--- config.mk ---
export PLATFORM = sky130hd
export DESIGN_NAME = murmur2_string_hash_top_flat
export DESIGN_NICKNAME = d
export VERILOG_FILES = /design/src/rtl/mh2_pkg.sv /design/src/rtl/mh2_stream_if.sv /design/src/rtl/mh2_ctrl.sv /design/src/rtl/mh2_dp.sv /design/src/rtl/murmur2_string_hash_top.sv /design/src/flat_wrapper.sv
export SDC_FILE = /design/constraint.sdc
export NUM_CORES = 1
export LEC_CHECK = 0
export BUFFER_PORTS_ARGS = -buffer_cell sky130_fd_sc_hd__buf_4
export CORE_MARGIN = 5
export CORE_UTILIZATION = 39
export DETAILED_ROUTE_END_ITERATION = 10
export GPL_TIMING_DRIVEN = 1
export SLEW_MARGIN = 25
export SYNTH_ARGS = -nofsm -noshare
export SYNTH_HDL_FRONTEND = slang
export SYNTH_SLANG_ARGS = --single-unit
export TNS_END_PERCENT = 5
--- constraint.sdc ---
create_clock -name clk_i -period 27.4 [get_ports clk_i]
set_input_delay 4.11 -clock clk_i [delete_from_list [all_inputs] [get_ports clk_i]]
set_output_delay 4.11 -clock clk_i [all_outputs]
set_load 0.05 [all_outputs]
--- src/rtl/mh2_pkg.sv ---
// shared constants, codes and types for the murmur2 string hash block
package mh2_pkg;

  // hash constants
  localparam int unsigned HashW = 32;
  localparam logic [HashW-1:0] MixM = 32'h5bd1e995;
  localparam int unsigned ShiftK = 24;
  localparam int unsigned ShiftFin1 = 13;
  localparam int unsigned ShiftFin2 = 15;

  // configuration port
  localparam int unsigned CfgAddrW = 3;
  localparam int unsigned CfgDataW = 32;
  localparam logic RegHashSeed = 1'b0;  // register select bit paddr[2]

  // controller states
  typedef enum logic [2:0] {
    StIdle,
    StMixK1,
    StMixK2,
    StMixH,
    StTail,
    StFin1,
    StFin2
  } mh2_state_e;

  // datapath operations
  typedef enum logic [2:0] {
    OpNone,
    OpLoad,
    OpMixK1,
    OpMixK2,
    OpMixH,
    OpTail,
    OpFin1,
    OpFin2
  } mh2_op_e;

  typedef struct packed {
    mh2_op_e op;
  } mh2_cmd_t;

  typedef struct packed {
    logic word_done;  // incoming byte completes a four-byte word
    logic tail_nz;    // tail bytes remain after the incoming beat
  } mh2_stat_t;

endpackage

--- src/rtl/mh2_stream_if.sv ---
// stream interfaces for message bytes in and hash results out
interface mh2_in_if;
  logic        valid;
  logic        ready;
  logic [31:0] msg_length;
  logic [7:0]  data_byte;
  logic        byte_present;
  logic        first_item;
  logic        last_item;

  modport source (output valid, msg_length, data_byte, byte_present, first_item,
                  last_item, input ready);
  modport sink (input valid, msg_length, data_byte, byte_present, first_item,
                last_item, output ready);
endinterface

interface mh2_out_if;
  logic        valid;
  logic        ready;
  logic [31:0] hash_value;

  modport source (output valid, hash_value, input ready);
  modport sink (input valid, hash_value, output ready);
endinterface

--- src/rtl/mh2_ctrl.sv ---
// sequencer for the shared multiplier and the result register handshake
module mh2_ctrl (
  input  logic              clk_i,
  input  logic              rst_ni,
  input  logic              in_valid_i,
  input  logic              in_last_i,
  output logic              in_ready_o,
  input  logic              out_ready_i,
  output logic              out_valid_o,
  input  mh2_pkg::mh2_stat_t stat_i,
  output mh2_pkg::mh2_cmd_t  cmd_o
);

  mh2_pkg::mh2_state_e state_q, state_d;
  logic last_q, last_d;
  logic out_valid_q, out_valid_d;

  // state and flags
  always_ff @(posedge clk_i or negedge rst_ni) begin
    if (!rst_ni) begin
      state_q     <= mh2_pkg::StIdle;
      last_q      <= 1'b0;
      out_valid_q <= 1'b0;
    end else begin
      state_q     <= state_d;
      last_q      <= last_d;
      out_valid_q <= out_valid_d;
    end
  end

  // next state and commands
  always_comb begin
    state_d     = state_q;
    last_d      = last_q;
    out_valid_d = out_valid_q && !out_ready_i;
    in_ready_o  = 1'b0;
    cmd_o.op    = mh2_pkg::OpNone;
    unique case (state_q)
      mh2_pkg::StIdle: begin
        in_ready_o = 1'b1;
        if (in_valid_i) begin
          cmd_o.op = mh2_pkg::OpLoad;
          last_d   = in_last_i;
          if (stat_i.word_done) begin
            state_d = mh2_pkg::StMixK1;
          end else if (in_last_i) begin
            state_d = stat_i.tail_nz ? mh2_pkg::StTail : mh2_pkg::StFin1;
          end
        end
      end
      mh2_pkg::StMixK1: begin
        cmd_o.op = mh2_pkg::OpMixK1;
        state_d  = mh2_pkg::StMixK2;
      end
      mh2_pkg::StMixK2: begin
        cmd_o.op = mh2_pkg::OpMixK2;
        state_d  = mh2_pkg::StMixH;
      end
      mh2_pkg::StMixH: begin
        cmd_o.op = mh2_pkg::OpMixH;
        // word just absorbed, so no tail bytes remain
        state_d  = last_q ? mh2_pkg::StFin1 : mh2_pkg::StIdle;
      end
      mh2_pkg::StTail: begin
        cmd_o.op = mh2_pkg::OpTail;
        state_d  = mh2_pkg::StFin1;
      end
      mh2_pkg::StFin1: begin
        cmd_o.op = mh2_pkg::OpFin1;
        state_d  = mh2_pkg::StFin2;
      end
      mh2_pkg::StFin2: begin
        // wait for the result register to drain
        if (!out_valid_q || out_ready_i) begin
          cmd_o.op    = mh2_pkg::OpFin2;
          out_valid_d = 1'b1;
          state_d     = mh2_pkg::StIdle;
        end
      end
      default: state_d = mh2_pkg::StIdle;
    endcase
  end

  assign out_valid_o = out_valid_q;

endmodule

--- src/rtl/mh2_dp.sv ---
// hash datapath: word collector, running hash and one shared constant multiplier
module mh2_dp (
  input  logic              clk_i,
  input  logic              rst_ni,
  input  logic [31:0]       seed_i,
  input  logic [31:0]       msg_length_i,
  input  logic [7:0]        data_byte_i,
  input  logic              byte_present_i,
  input  logic              first_item_i,
  input  mh2_pkg::mh2_cmd_t  cmd_i,
  output mh2_pkg::mh2_stat_t stat_o,
  output logic [31:0]       hash_value_o
);

  logic [31:0] h_q, h_d;
  logic [31:0] k_q, k_d;
  logic [23:0] pw_q, pw_d;
  logic [1:0]  cnt_q, cnt_d;
  logic [31:0] hash_q, hash_d;

  logic [31:0] h_start;
  logic [23:0] pw_start;
  logic [1:0]  cnt_start;
  logic [31:0] mul_a;
  logic [31:0] prod;
  logic [31:0] fin;

  // start of message and word collector view of the incoming beat
  assign h_start   = first_item_i ? (seed_i ^ msg_length_i) : h_q;
  assign pw_start  = first_item_i ? 24'd0 : pw_q;
  assign cnt_start = first_item_i ? 2'd0 : cnt_q;

  assign stat_o.word_done = byte_present_i && (cnt_start == 2'd3);
  assign stat_o.tail_nz   = byte_present_i ? (cnt_start != 2'd3) : (cnt_start != 2'd0);

  // shared multiplier operand select
  always_comb begin
    unique case (cmd_i.op)
      mh2_pkg::OpMixK2: mul_a = k_q ^ (k_q >> mh2_pkg::ShiftK);
      mh2_pkg::OpMixH:  mul_a = h_q;
      mh2_pkg::OpTail:  mul_a = h_q ^ {8'd0, pw_q};
      mh2_pkg::OpFin1:  mul_a = h_q ^ (h_q >> mh2_pkg::ShiftFin1);
      default:          mul_a = k_q;
    endcase
  end

  assign prod = mul_a * mh2_pkg::MixM;
  assign fin  = h_q ^ (h_q >> mh2_pkg::ShiftFin2);

  // register updates per operation
  always_comb begin
    h_d    = h_q;
    k_d    = k_q;
    pw_d   = pw_q;
    cnt_d  = cnt_q;
    hash_d = hash_q;
    unique case (cmd_i.op)
      mh2_pkg::OpLoad: begin
        h_d   = h_start;
        pw_d  = pw_start;
        cnt_d = cnt_start;
        if (byte_present_i) begin
          if (cnt_start == 2'd3) begin
            k_d   = {data_byte_i, pw_start};
            pw_d  = 24'd0;
            cnt_d = 2'd0;
          end else begin
            pw_d  = pw_start | (24'(data_byte_i) << {cnt_start, 3'b000});
            cnt_d = cnt_start + 2'd1;
          end
        end
      end
      mh2_pkg::OpMixK1,
      mh2_pkg::OpMixK2: k_d = prod;
      mh2_pkg::OpMixH:  h_d = prod ^ k_q;
      mh2_pkg::OpTail: begin
        h_d   = prod;
        pw_d  = 24'd0;
        cnt_d = 2'd0;
      end
      mh2_pkg::OpFin1:  h_d = prod;
      mh2_pkg::OpFin2: begin
        h_d    = fin;
        hash_d = fin;
        pw_d   = 24'd0;
        cnt_d  = 2'd0;
      end
      default: ;
    endcase
  end

  // hash state
  always_ff @(posedge clk_i or negedge rst_ni) begin
    if (!rst_ni) begin
      h_q   <= 32'd0;
      pw_q  <= 24'd0;
      cnt_q <= 2'd0;
    end else begin
      h_q   <= h_d;
      pw_q  <= pw_d;
      cnt_q <= cnt_d;
    end
  end

  // payload registers
  always_ff @(posedge clk_i) begin
    k_q    <= k_d;
    hash_q <= hash_d;
  end

  assign hash_value_o = hash_q;

endmodule

--- src/rtl/murmur2_string_hash_top.sv ---
// top level of the murmur2 string hash block with its seed register
//
// Message bytes arrive one per beat on msg_i. A beat with first_item set
// loads the running hash with the seed XOR msg_length; byte_present marks a
// real byte. Bytes gather little-endian into 32-bit words; a beat with
// last_item set folds in the tail, runs the avalanche and hands one 32-bit
// hash to hash_o.
// A beat that neither completes a word nor is the last keeps the block ready;
// a beat that completes a word stalls the input while the single constant
// multiplier runs the three word multiplies one after another. A last beat
// adds the tail multiply (only when 1 to 3 bytes are left) and the avalanche,
// and the result is valid on hash_o the cycle after. The result sits in an
// output register: while it waits, further beats of the next message are
// taken; only the final step of the next hash stalls until the receiver takes
// the pending result. The seed is written through the APB port at address 0;
// the user must write it only while the block is idle, which the block does
// not enforce. Reset clears the seed, the running hash and the word collector.
module murmur2_string_hash_top (
  input  logic                          clk_i,
  input  logic                          rst_ni,
  mh2_in_if.sink                        msg_i,
  mh2_out_if.source                     hash_o,
  input  logic                          psel,
  input  logic                          penable,
  input  logic                          pwrite,
  input  logic [mh2_pkg::CfgAddrW-1:0]  paddr,
  input  logic [mh2_pkg::CfgDataW-1:0]  pwdata,
  output logic [mh2_pkg::CfgDataW-1:0]  prdata,
  output logic                          pready
);

  logic [31:0] seed_q, seed_d;
  logic        cfg_wr;
  mh2_pkg::mh2_cmd_t  cmd;
  mh2_pkg::mh2_stat_t stat;

  // seed register
  assign pready = 1'b1;
  assign cfg_wr = psel && penable && pwrite && (paddr[2] == mh2_pkg::RegHashSeed);
  assign seed_d = cfg_wr ? pwdata : seed_q;
  assign prdata = (paddr[2] == mh2_pkg::RegHashSeed) ? seed_q : '0;

  always_ff @(posedge clk_i or negedge rst_ni) begin
    if (!rst_ni) begin
      seed_q <= 32'd0;
    end else begin
      seed_q <= seed_d;
    end
  end

  // controller
  mh2_ctrl u_ctrl (
    .clk_i       (clk_i),
    .rst_ni      (rst_ni),
    .in_valid_i  (msg_i.valid),
    .in_last_i   (msg_i.last_item),
    .in_ready_o  (msg_i.ready),
    .out_ready_i (hash_o.ready),
    .out_valid_o (hash_o.valid),
    .stat_i      (stat),
    .cmd_o       (cmd)
  );

  // datapath
  mh2_dp u_dp (
    .clk_i          (clk_i),
    .rst_ni         (rst_ni),
    .seed_i         (seed_q),
    .msg_length_i   (msg_i.msg_length),
    .data_byte_i    (msg_i.data_byte),
    .byte_present_i (msg_i.byte_present),
    .first_item_i   (msg_i.first_item),
    .cmd_i          (cmd),
    .stat_o         (stat),
    .hash_value_o   (hash_o.hash_value)
  );

  // a plain byte beat leaves the block ready for the next one
  assert property (@(posedge clk_i) disable iff (!rst_ni)
    msg_i.valid && msg_i.ready && !msg_i.last_item && !stat.word_done |=> msg_i.ready)
    else $error("not ready after a plain byte beat");

  // a completed word keeps the multiplier busy through MixK1, MixK2 and MixH
  assert property (@(posedge clk_i) disable iff (!rst_ni)
    msg_i.valid && msg_i.ready && stat.word_done
      |=> !msg_i.ready ##1 !msg_i.ready ##1 !msg_i.ready)
    else $error("word mix shorter than three cycles");

  // a result only appears out of the final avalanche step
  assert property (@(posedge clk_i) disable iff (!rst_ni)
    $rose(hash_o.valid) |-> !$past(msg_i.ready))
    else $error("result raised while idle");

  // the multiplier is only driven while no beat is taken
  assert property (@(posedge clk_i) disable iff (!rst_ni)
    msg_i.ready |-> (cmd.op == mh2_pkg::OpNone || cmd.op == mh2_pkg::OpLoad))
    else $error("datapath busy while accepting");

endmodule

--- src/flat_wrapper.sv ---
// flat-port wrapper written by rule: the top's interface ports become plain ports
module murmur2_string_hash_top_flat 
  (clk_i, rst_ni, psel, penable, pwrite, paddr, pwdata, prdata, pready, msg_i_valid, msg_i_msg_length, msg_i_data_byte, msg_i_byte_present, msg_i_first_item, msg_i_last_item, msg_i_ready, hash_o_valid, hash_o_hash_value, hash_o_ready);
  mh2_in_if msg_i_i ();
  mh2_out_if hash_o_i ();
  input  logic clk_i;
  input  logic rst_ni;
  input  logic psel;
  input  logic penable;
  input  logic pwrite;
  input  logic [mh2_pkg::CfgAddrW-1:0] paddr;
  input  logic [mh2_pkg::CfgDataW-1:0] pwdata;
  output logic [mh2_pkg::CfgDataW-1:0] prdata;
  output logic pready;
  input wire logic [$bits(msg_i_i.valid)-1:0] msg_i_valid;
  input wire logic [$bits(msg_i_i.msg_length)-1:0] msg_i_msg_length;
  input wire logic [$bits(msg_i_i.data_byte)-1:0] msg_i_data_byte;
  input wire logic [$bits(msg_i_i.byte_present)-1:0] msg_i_byte_present;
  input wire logic [$bits(msg_i_i.first_item)-1:0] msg_i_first_item;
  input wire logic [$bits(msg_i_i.last_item)-1:0] msg_i_last_item;
  output wire logic [$bits(msg_i_i.ready)-1:0] msg_i_ready;
  output wire logic [$bits(hash_o_i.valid)-1:0] hash_o_valid;
  output wire logic [$bits(hash_o_i.hash_value)-1:0] hash_o_hash_value;
  input wire logic [$bits(hash_o_i.ready)-1:0] hash_o_ready;
  assign msg_i_i.valid = msg_i_valid;
  assign msg_i_i.msg_length = msg_i_msg_length;
  assign msg_i_i.data_byte = msg_i_data_byte;
  assign msg_i_i.byte_present = msg_i_byte_present;
  assign msg_i_i.first_item = msg_i_first_item;
  assign msg_i_i.last_item = msg_i_last_item;
  assign msg_i_ready = msg_i_i.ready;
  assign hash_o_valid = hash_o_i.valid;
  assign hash_o_hash_value = hash_o_i.hash_value;
  assign hash_o_i.ready = hash_o_ready;
  murmur2_string_hash_top u_core (.clk_i(clk_i), .rst_ni(rst_ni), .msg_i(msg_i_i), .hash_o(hash_o_i), .psel(psel), .penable(penable), .pwrite(pwrite), .paddr(paddr), .pwdata(pwdata), .prdata(prdata), .pready(pready));
endmodule
==> results.py, run 1 <==
metrics = {
    "global_route": {
        "grt_pass1_vias": 14500,
        "grt_pass1_wl_mm": 86.3,
        "grt_max_degree": 70,
        "antenna_found_initial": 0,
        "grtUsageTotal_pct": 22.4,
        "grt_overflow": 0,
    },
    "route": {
        "antenna_left": 0,
        "vias": 13800,
        "vias_per_cell": 5.34,
        "drt_first_pass_iters": 7,
        "post-route-drc-count": 0,
        "drt_first_iter_violations": 1217,
        "routedWlPerCell_um": 21.7,
        "routed_wl_mm": 56.2,
    },
    "sta": {
        "setup_tns_ns": 0,
        "setup_viol_count_final": 0,
        "rsz0062_at_grt": "no",
        "period_share_pct": 37.8,
        "relSlewSlack_pct": 25.2,
        "setup_ws_ns": 17.06,
        "finClkSkew_ns": 0.0130,
        "fmax_mhz": 96.7,
        "worstMarginPinSlew_ns": 1.12,
        "finalCriticalPeriod_ns": 10.34,
        "hold_viol_final": 0,
        "slew_violations": 0,
    },
    "yosys": {
        "ys_seq_elements": 159,
        "ys_warn_count": 0,
        "ys_top_cells_by_count": "357 x inv_1, 217 x ha_1, 178 x fa_1",
        "synth-seq-area-share_pct": 24.0,
        "postSynth.asyncResetShare_pct": 59.7,
        "synth-main-ff-cell": "dfrtp_1",
        "synth_area_sq_um": 17900,
        "synth_top_area_share_pct": 19.9,
        "ys_types": 71,
        "yosys-top-cells-area": "fa_1 20%, ha_1 15%, dfrtp_1 13%",
        "syn_area_per_cell_sq_um": 9.73,
        "synth_most_common_cell": "inv_1",
        "yosysTopAreaCell": "fa_1",
        "syn_inst": 1843,
        "synth_nets": 2323,
        "synth-edff-count": 64,
    },
    "clocking": {
        "cts-htree-levels": 4,
        "cts_buffer_depth": 2,
        "clock-sinks": 159,
        "clk_latency_ns": 0.45,
        "ctsHoldBuffers": 0,
        "cts_root_buf": "clkbuf_16",
        "cts-buffers-inserted": 17,
        "cts_setup_buffers": 0,
        "cts.clk_slew.worst_paths_ns": 0.07,
        "cts_resized": 0,
        "cts_tree": "built",
    },
    "die": {
        "die_x_um": 224,
        "pin_count": 152,
        "die-area_sq_um": 50400,
        "rows": 78,
        "core_sq_um": 45500,
        "die_h_um": 224,
        "start_util_pct": 39.4,
    },
    "setup_path": {
        "crit_path_start_kind": "flop",
        "crit_path_end_kind": "flop",
        "cp.arrival_ns": 10.51,
        "cp_slowest_cell": "and3b_1",
        "critical_path.max_fanout": 67,
        "required_ns": 27.56,
        "worstSetupPathType": "reg -> reg",
        "max_stage_delay_ns": 0.65,
        "crit_top_cell": "fa_1",
    },
    "hold_path": {
        "holdCritPathClass": "reg -> reg",
    },
    "placement": {
        "portBuffers": 148,
        "gp_congestion": 0.889,
        "hpwl_mm": 43.2,
        "dp_slack_ns": 17.17,
    },
    "finish": {
        "fill_cells": 4428,
        "diodes": 0,
        "drive_above_1_share_pct": 13.5,
        "syn2layout_area_growth_pct": 13.6,
        "nets": 2456,
    },
    "status": {
        "status": "completed",
    },
    "flow_run": {
        "cap_violations": 0,
    },
}
[critical path: cells and delay by family (launching register included)]
family	cells	cell delay (ns)
adder cells (fa/ha/maj)	9	4.16
AO/OA/AOI/OAI	11	2.11
buffers and inverters	8	1.95
AND/OR/NAND/NOR	3	0.91
XOR/XNOR	1	0.55
flip-flops	1	0.34
[layout by cell type, fill, tap and decap left out, types with 4 or more instances in the layout]
cell and count:
a21o_1 14, edfxtp_1 64, buf_4 178, nor2_1 56
nor2b_1 37, fa_1 178, a31oi_1 11, xor2_1 82
mux2i_1 24, a22o_1 24, mux2_2 39, a221oi_1 10
o21ai_1 4, clkbuf_16 17, inv_6 4, o211ai_1 5
nor3_1 10, inv_1 357, nor3b_1 15, nand3_1 8
o21ai_0 96, a211oi_1 6, o21a_1 7, nand3b_1 29
nand2_1 149, nand2b_1 18, a22oi_1 7, dfrtp_1 94
xnor2_1 69, a21oi_1 56, a222oi_1 11, ha_1 217
o22ai_1 21
[cell families after synthesis]
group | synth area share (%)
buffers and inverters | 8.99
XOR/XNOR | 7.76
adder cells (fa/ha/maj) | 35.0
flip-flops | 24.0
AO/OA/AOI/OAI | 10.8
other | 0.0209
multiplexers | 3.95
AND/OR/NAND/NOR | 9.51
[flip-flops by register name, indices dropped and copies added, names as in the netlist]
signal	count
u_core.u_ctrl.state_q	3
u_core.u_dp.h_q	32
u_core.u_ctrl.last_q	1
u_core.u_dp.k_q	32
u_core.u_ctrl.out_valid_o	1
u_core.u_dp.hash_value_o	32
u_core.seed_q	32
u_core.u_dp.cnt_q	2
u_core.u_dp.pw_q	24
[layer usage]
layer  vias to the layer above  track usage, %  share of wire (%)
met5                         -               0                  0
met3                       103            3.93                6.8
met1                      6900            29.6                 42
met4                         0            7.19                3.3
met2                       503            37.6                 48
li1                       6328               -                  -
[path summary, 6_finish.rpt]
check                                                startpoint                                   end  slack [ns]  cells past startpoint
setup / recovery           u_core.u_ctrl.state_q[0]$_DFFE_PN0P_         u_core.u_dp.k_q[30]$_DFFE_PP_       17.06                     32
hold / removal                 u_core.u_ctrl.last_q$_DFFE_PN0P_      u_core.u_ctrl.last_q$_DFFE_PN0P_        0.53                      2
setup reg to reg           u_core.u_ctrl.state_q[0]$_DFFE_PN0P_         u_core.u_dp.k_q[30]$_DFFE_PP_       17.06                     32
hold reg to reg                u_core.u_ctrl.last_q$_DFFE_PN0P_      u_core.u_ctrl.last_q$_DFFE_PN0P_        0.53                      2
max in group asynchronous                                rst_ni  u_core.u_ctrl.state_q[0]$_DFFE_PN0P_       22.76                      2
min in group asynchronous                                rst_ni         u_core.seed_q[21]$_DFFE_PN0P_        3.58                      1
[metrics by stage]
| stage | hold slack, ns | area, sq um | util [%] | std cells |
|---|---|---|---|---|
| floorplan | 0.423 | 17900 | - | 1843 |
| global placement | 0.495 | 19800 | 43.5 | 2557 |
| detailed placement | 0.515 | 19800 | 43.5 | 2557 |
| CTS | 0.531 | 20400 | 44.8 | 2589 |
| global route | 0.563 | 20400 | 44.8 | 2589 |
| finish | 0.526 | 20400 | 44.8 | 2589 |
[final cells by class]
| type | count | area [sq um] | area share [%] |
|---|---|---|---|
| Clock inverter | 14 | 151 | 0.743 |
| Tap cell | 600 | 751 | 3.68 |
| Timing Repair Buffer | 179 | 1350 | 6.61 |
| Clock buffer | 18 | 429 | 2.11 |
| Sequential cell | 159 | 4300 | 21.1 |
| Inverter | 358 | 1340 | 6.59 |
| Multi-Input combinational cell | 1261 | 12100 | 59.2 |
Power of run 1 is not shown: default switching activity piles up to over one toggle a cycle in this logic, so the estimate is an artifact.
==> run 2, diff against run 1 <==
--- a/config.mk
+++ b/config.mk
@@ -5,6 +5,7 @@
 export SDC_FILE = /design/constraint.sdc
 export NUM_CORES = 1
 export LEC_CHECK = 0
+export ABC_AREA = 1
 export BUFFER_PORTS_ARGS = -buffer_cell sky130_fd_sc_hd__buf_4
 export CORE_MARGIN = 5
 export CORE_UTILIZATION = 39
==> constraint.sdc (replaced) <==
create_clock -name clk_i -period 9.45 [get_ports clk_i]
set_input_delay 1.4175 -clock clk_i [delete_from_list [all_inputs] [get_ports clk_i]]
set_output_delay 1.4175 -clock clk_i [all_outputs]
set_load 0.05 [all_outputs]
==> run 2 against run 1 <==
Via count rose by 13%. Cell count grew 17%. Highest routed layer unchanged. Critical path type unchanged. Global-route usage rose by 1.2 points. Worst hold slack worse by 0.039 ns. Critical path depth increased by 5. Sequential cell count unchanged.
==> results.py, run 2 <==
metrics = {
    "status": {
        "status": "completed",
    },
    "setup_path": {
        "cp_slowest_cell": "dfrtp_1",
        "required_ns": 9.83,
        "cp.arrival_ns": 9.18,
        "max_stage_delay_ns": 0.62,
        "crit_path_end_kind": "flop",
        "crit_path_start_kind": "flop",
        "critical_path.max_fanout": 12,
        "crit_top_cell": "inv_1",
        "worstSetupPathType": "reg -> reg",
        "rrSetupSlack_ns": 0.65,
    },
    "finish": {
        "mostFrequentLayoutCells": "554 x inv_1, 295 x nand2_1, 217 x ha_1, 202 x buf_4, 178 x fa_1",
        "drive_above_1_share_pct": 12.2,
        "diodes": 0,
        "nets": 2883,
        "final_cells": 3023,
        "final_util_pct": 45.2,
        "syn2layout_area_growth_pct": 14.3,
        "mostFrequentLayoutCell": "inv_1",
    },
    "placement": {
        "gp_congestion": 0.937,
        "dp_cells": 2991,
        "portBuffers": 148,
        "hpwl_mm": 48.2,
        "dp_slack_ns": 0.842,
    },
    "global_route": {
        "grt_pass1_wl_mm": 92.8,
        "grt_max_degree": 65,
        "grtUsageMet3_pct": 3.39,
        "grt_busiest_layer": "met2",
        "antenna_found_initial": 0,
        "grtUsageTotal_pct": 23.6,
        "use_met2_pct": 39.6,
        "grt_overflow": 0,
        "grt_pass1_vias": 16100,
        "grt_use_met1_pct": 31.4,
    },
    "route": {
        "vias": 15600,
        "routedWlPerCell_um": 19.9,
        "antenna_left": 0,
        "post-route-drc-count": 0,
        "drt_first_iter_violations": 1577,
        "vias_per_cell": 5.18,
        "drt_first_pass_iters": 5,
        "routed_wl_mm": 60.1,
    },
    "clocking": {
        "clk_latency_ns": 0.45,
        "cts-buffers-inserted": 17,
        "cts_setup_buffers": 0,
        "clock-sinks": 159,
        "cts-htree-levels": 4,
        "cts_buffer_depth": 2,
        "cts.clk_slew.worst_paths_ns": 0.06,
        "ctsHoldBuffers": 0,
        "cts_tree": "built",
        "cts_resized": 0,
        "cts_root_buf": "clkbuf_16",
    },
    "sta": {
        "setup_tns_ns": 0,
        "relSlewSlack_pct": 28.5,
        "hold_viol_final": 0,
        "setup_viol_count_final": 0,
        "setup_ws_ns": 0.652,
        "finalCriticalPeriod_ns": 8.80,
        "rsz0062_at_grt": "no",
        "worstMarginPinSlew_ns": 1.07,
        "period_share_pct": 93.1,
        "fmax_mhz": 114,
        "slew_violations": 0,
        "finClkSkew_ns": 0.00893,
    },
    "yosys": {
        "yosysTopAreaCell": "fa_1",
        "synth-seq-area-share_pct": 23.3,
        "yosys-top-cells-area": "fa_1 19%, ha_1 15%, dfrtp_1 13%",
        "ys_warn_count": 0,
        "synth_most_common_cell": "inv_1",
        "ys_top_cells_by_count": "555 x inv_1, 296 x nand2_1, 217 x ha_1",
        "synth_area_sq_um": 18500,
        "syn_area_per_cell_sq_um": 8.26,
        "synth-main-ff-cell": "dfrtp_1",
        "synth_top_area_share_pct": 19.3,
        "synth_nets": 2716,
        "ys_types": 57,
        "postSynth.asyncResetShare_pct": 59.7,
        "ys_seq_elements": 159,
        "syn_inst": 2236,
        "synth-edff-count": 64,
    },
    "die": {
        "die-area_sq_um": 51800,
        "rows": 79,
        "die_h_um": 228,
        "start_util_pct": 39.6,
        "pin_count": 152,
        "die_x_um": 228,
        "core_sq_um": 46700,
    },
    "hold_path": {
        "holdCritPathClass": "reg -> reg",
    },
    "flow_run": {
        "cap_violations": 0,
    },
}
## run 2: cell types whose count changed in the layout (fill, tap and decap cells not counted), sizes merged, moves of 41 or more
cell   before  now
a21oi      57  124
inv       365  566
mux2       41    0
nand2     149  302
nand3       9   82
nor2       57  184
## run 2: final cells by class
| class | instances | area (sq um) |
|---|---|---|
| fill | 4668 | 25500 |
| inverter | 568 | 2140 |
| multi-input combinational | 1453 | 11800 |
| clock buffer | 27 | 504 |
| clock inverter | 5 | 56.3 |
| timing repair buffer | 204 | 1560 |
| tap | 607 | 759 |
| sequential | 159 | 4300 |
## run 2: worst paths after layout
check                      cells past startpoint                                 start                                to
max reg2reg                                   37  u_core.u_ctrl.state_q[2]$_DFFE_PN0P_   u_core.u_dp.h_q[29]$_DFFE_PN0P_
min                                            2      u_core.u_ctrl.last_q$_DFFE_PN0P_  u_core.u_ctrl.last_q$_DFFE_PN0P_
max in group asynchronous                      2                                rst_ni     u_core.seed_q[27]$_DFFE_PN0P_
min reg2reg                                    2      u_core.u_ctrl.last_q$_DFFE_PN0P_  u_core.u_ctrl.last_q$_DFFE_PN0P_
max                                           37  u_core.u_ctrl.state_q[2]$_DFFE_PN0P_   u_core.u_dp.h_q[29]$_DFFE_PN0P_
min in group asynchronous                      1                                rst_ni     u_core.seed_q[24]$_DFFE_PN0P_
## run 2: logic make-up after synthesis
logic type	Yosys count	share of synthesized area [%]
adders and majority gates	395	34.0
xor gates and xnor gates	93	4.41
DFF	159	23.3
AOI/OAI and AO/OA	349	11.0
and+or+nand+nor	615	14.4
buffers and inverters	624	12.9
other	1	0.0203
## run 2: critical path, delay by kind of cell (launching register included)
family / cells / cell delay (ns)
compound gates: 3 / 0.54
simple gates: 14 / 2.75
flops: 1 / 0.62
buf+inv: 11 / 1.27
fa+ha+maj: 9 / 3.54
## run 2: metrics by stage
stage / area (sq um) / hold slack, ns
3_5_place_dp: 20500 / 0.470
5_1_grt: 21100 / 0.546
4_1_cts: 21100 / 0.484
2_1_floorplan: 18500 / 0.423
3_3_place_gp: 20500 / 0.464
6_report: 21100 / 0.487
## run 2: routing by layer
layer	wire [um]	share of wire, %
met2	28100	47
met4	2220	3.7
met5	0	0
met1	25400	42
met3	4340	7.2
Power of run 2 is left out for the same reason.
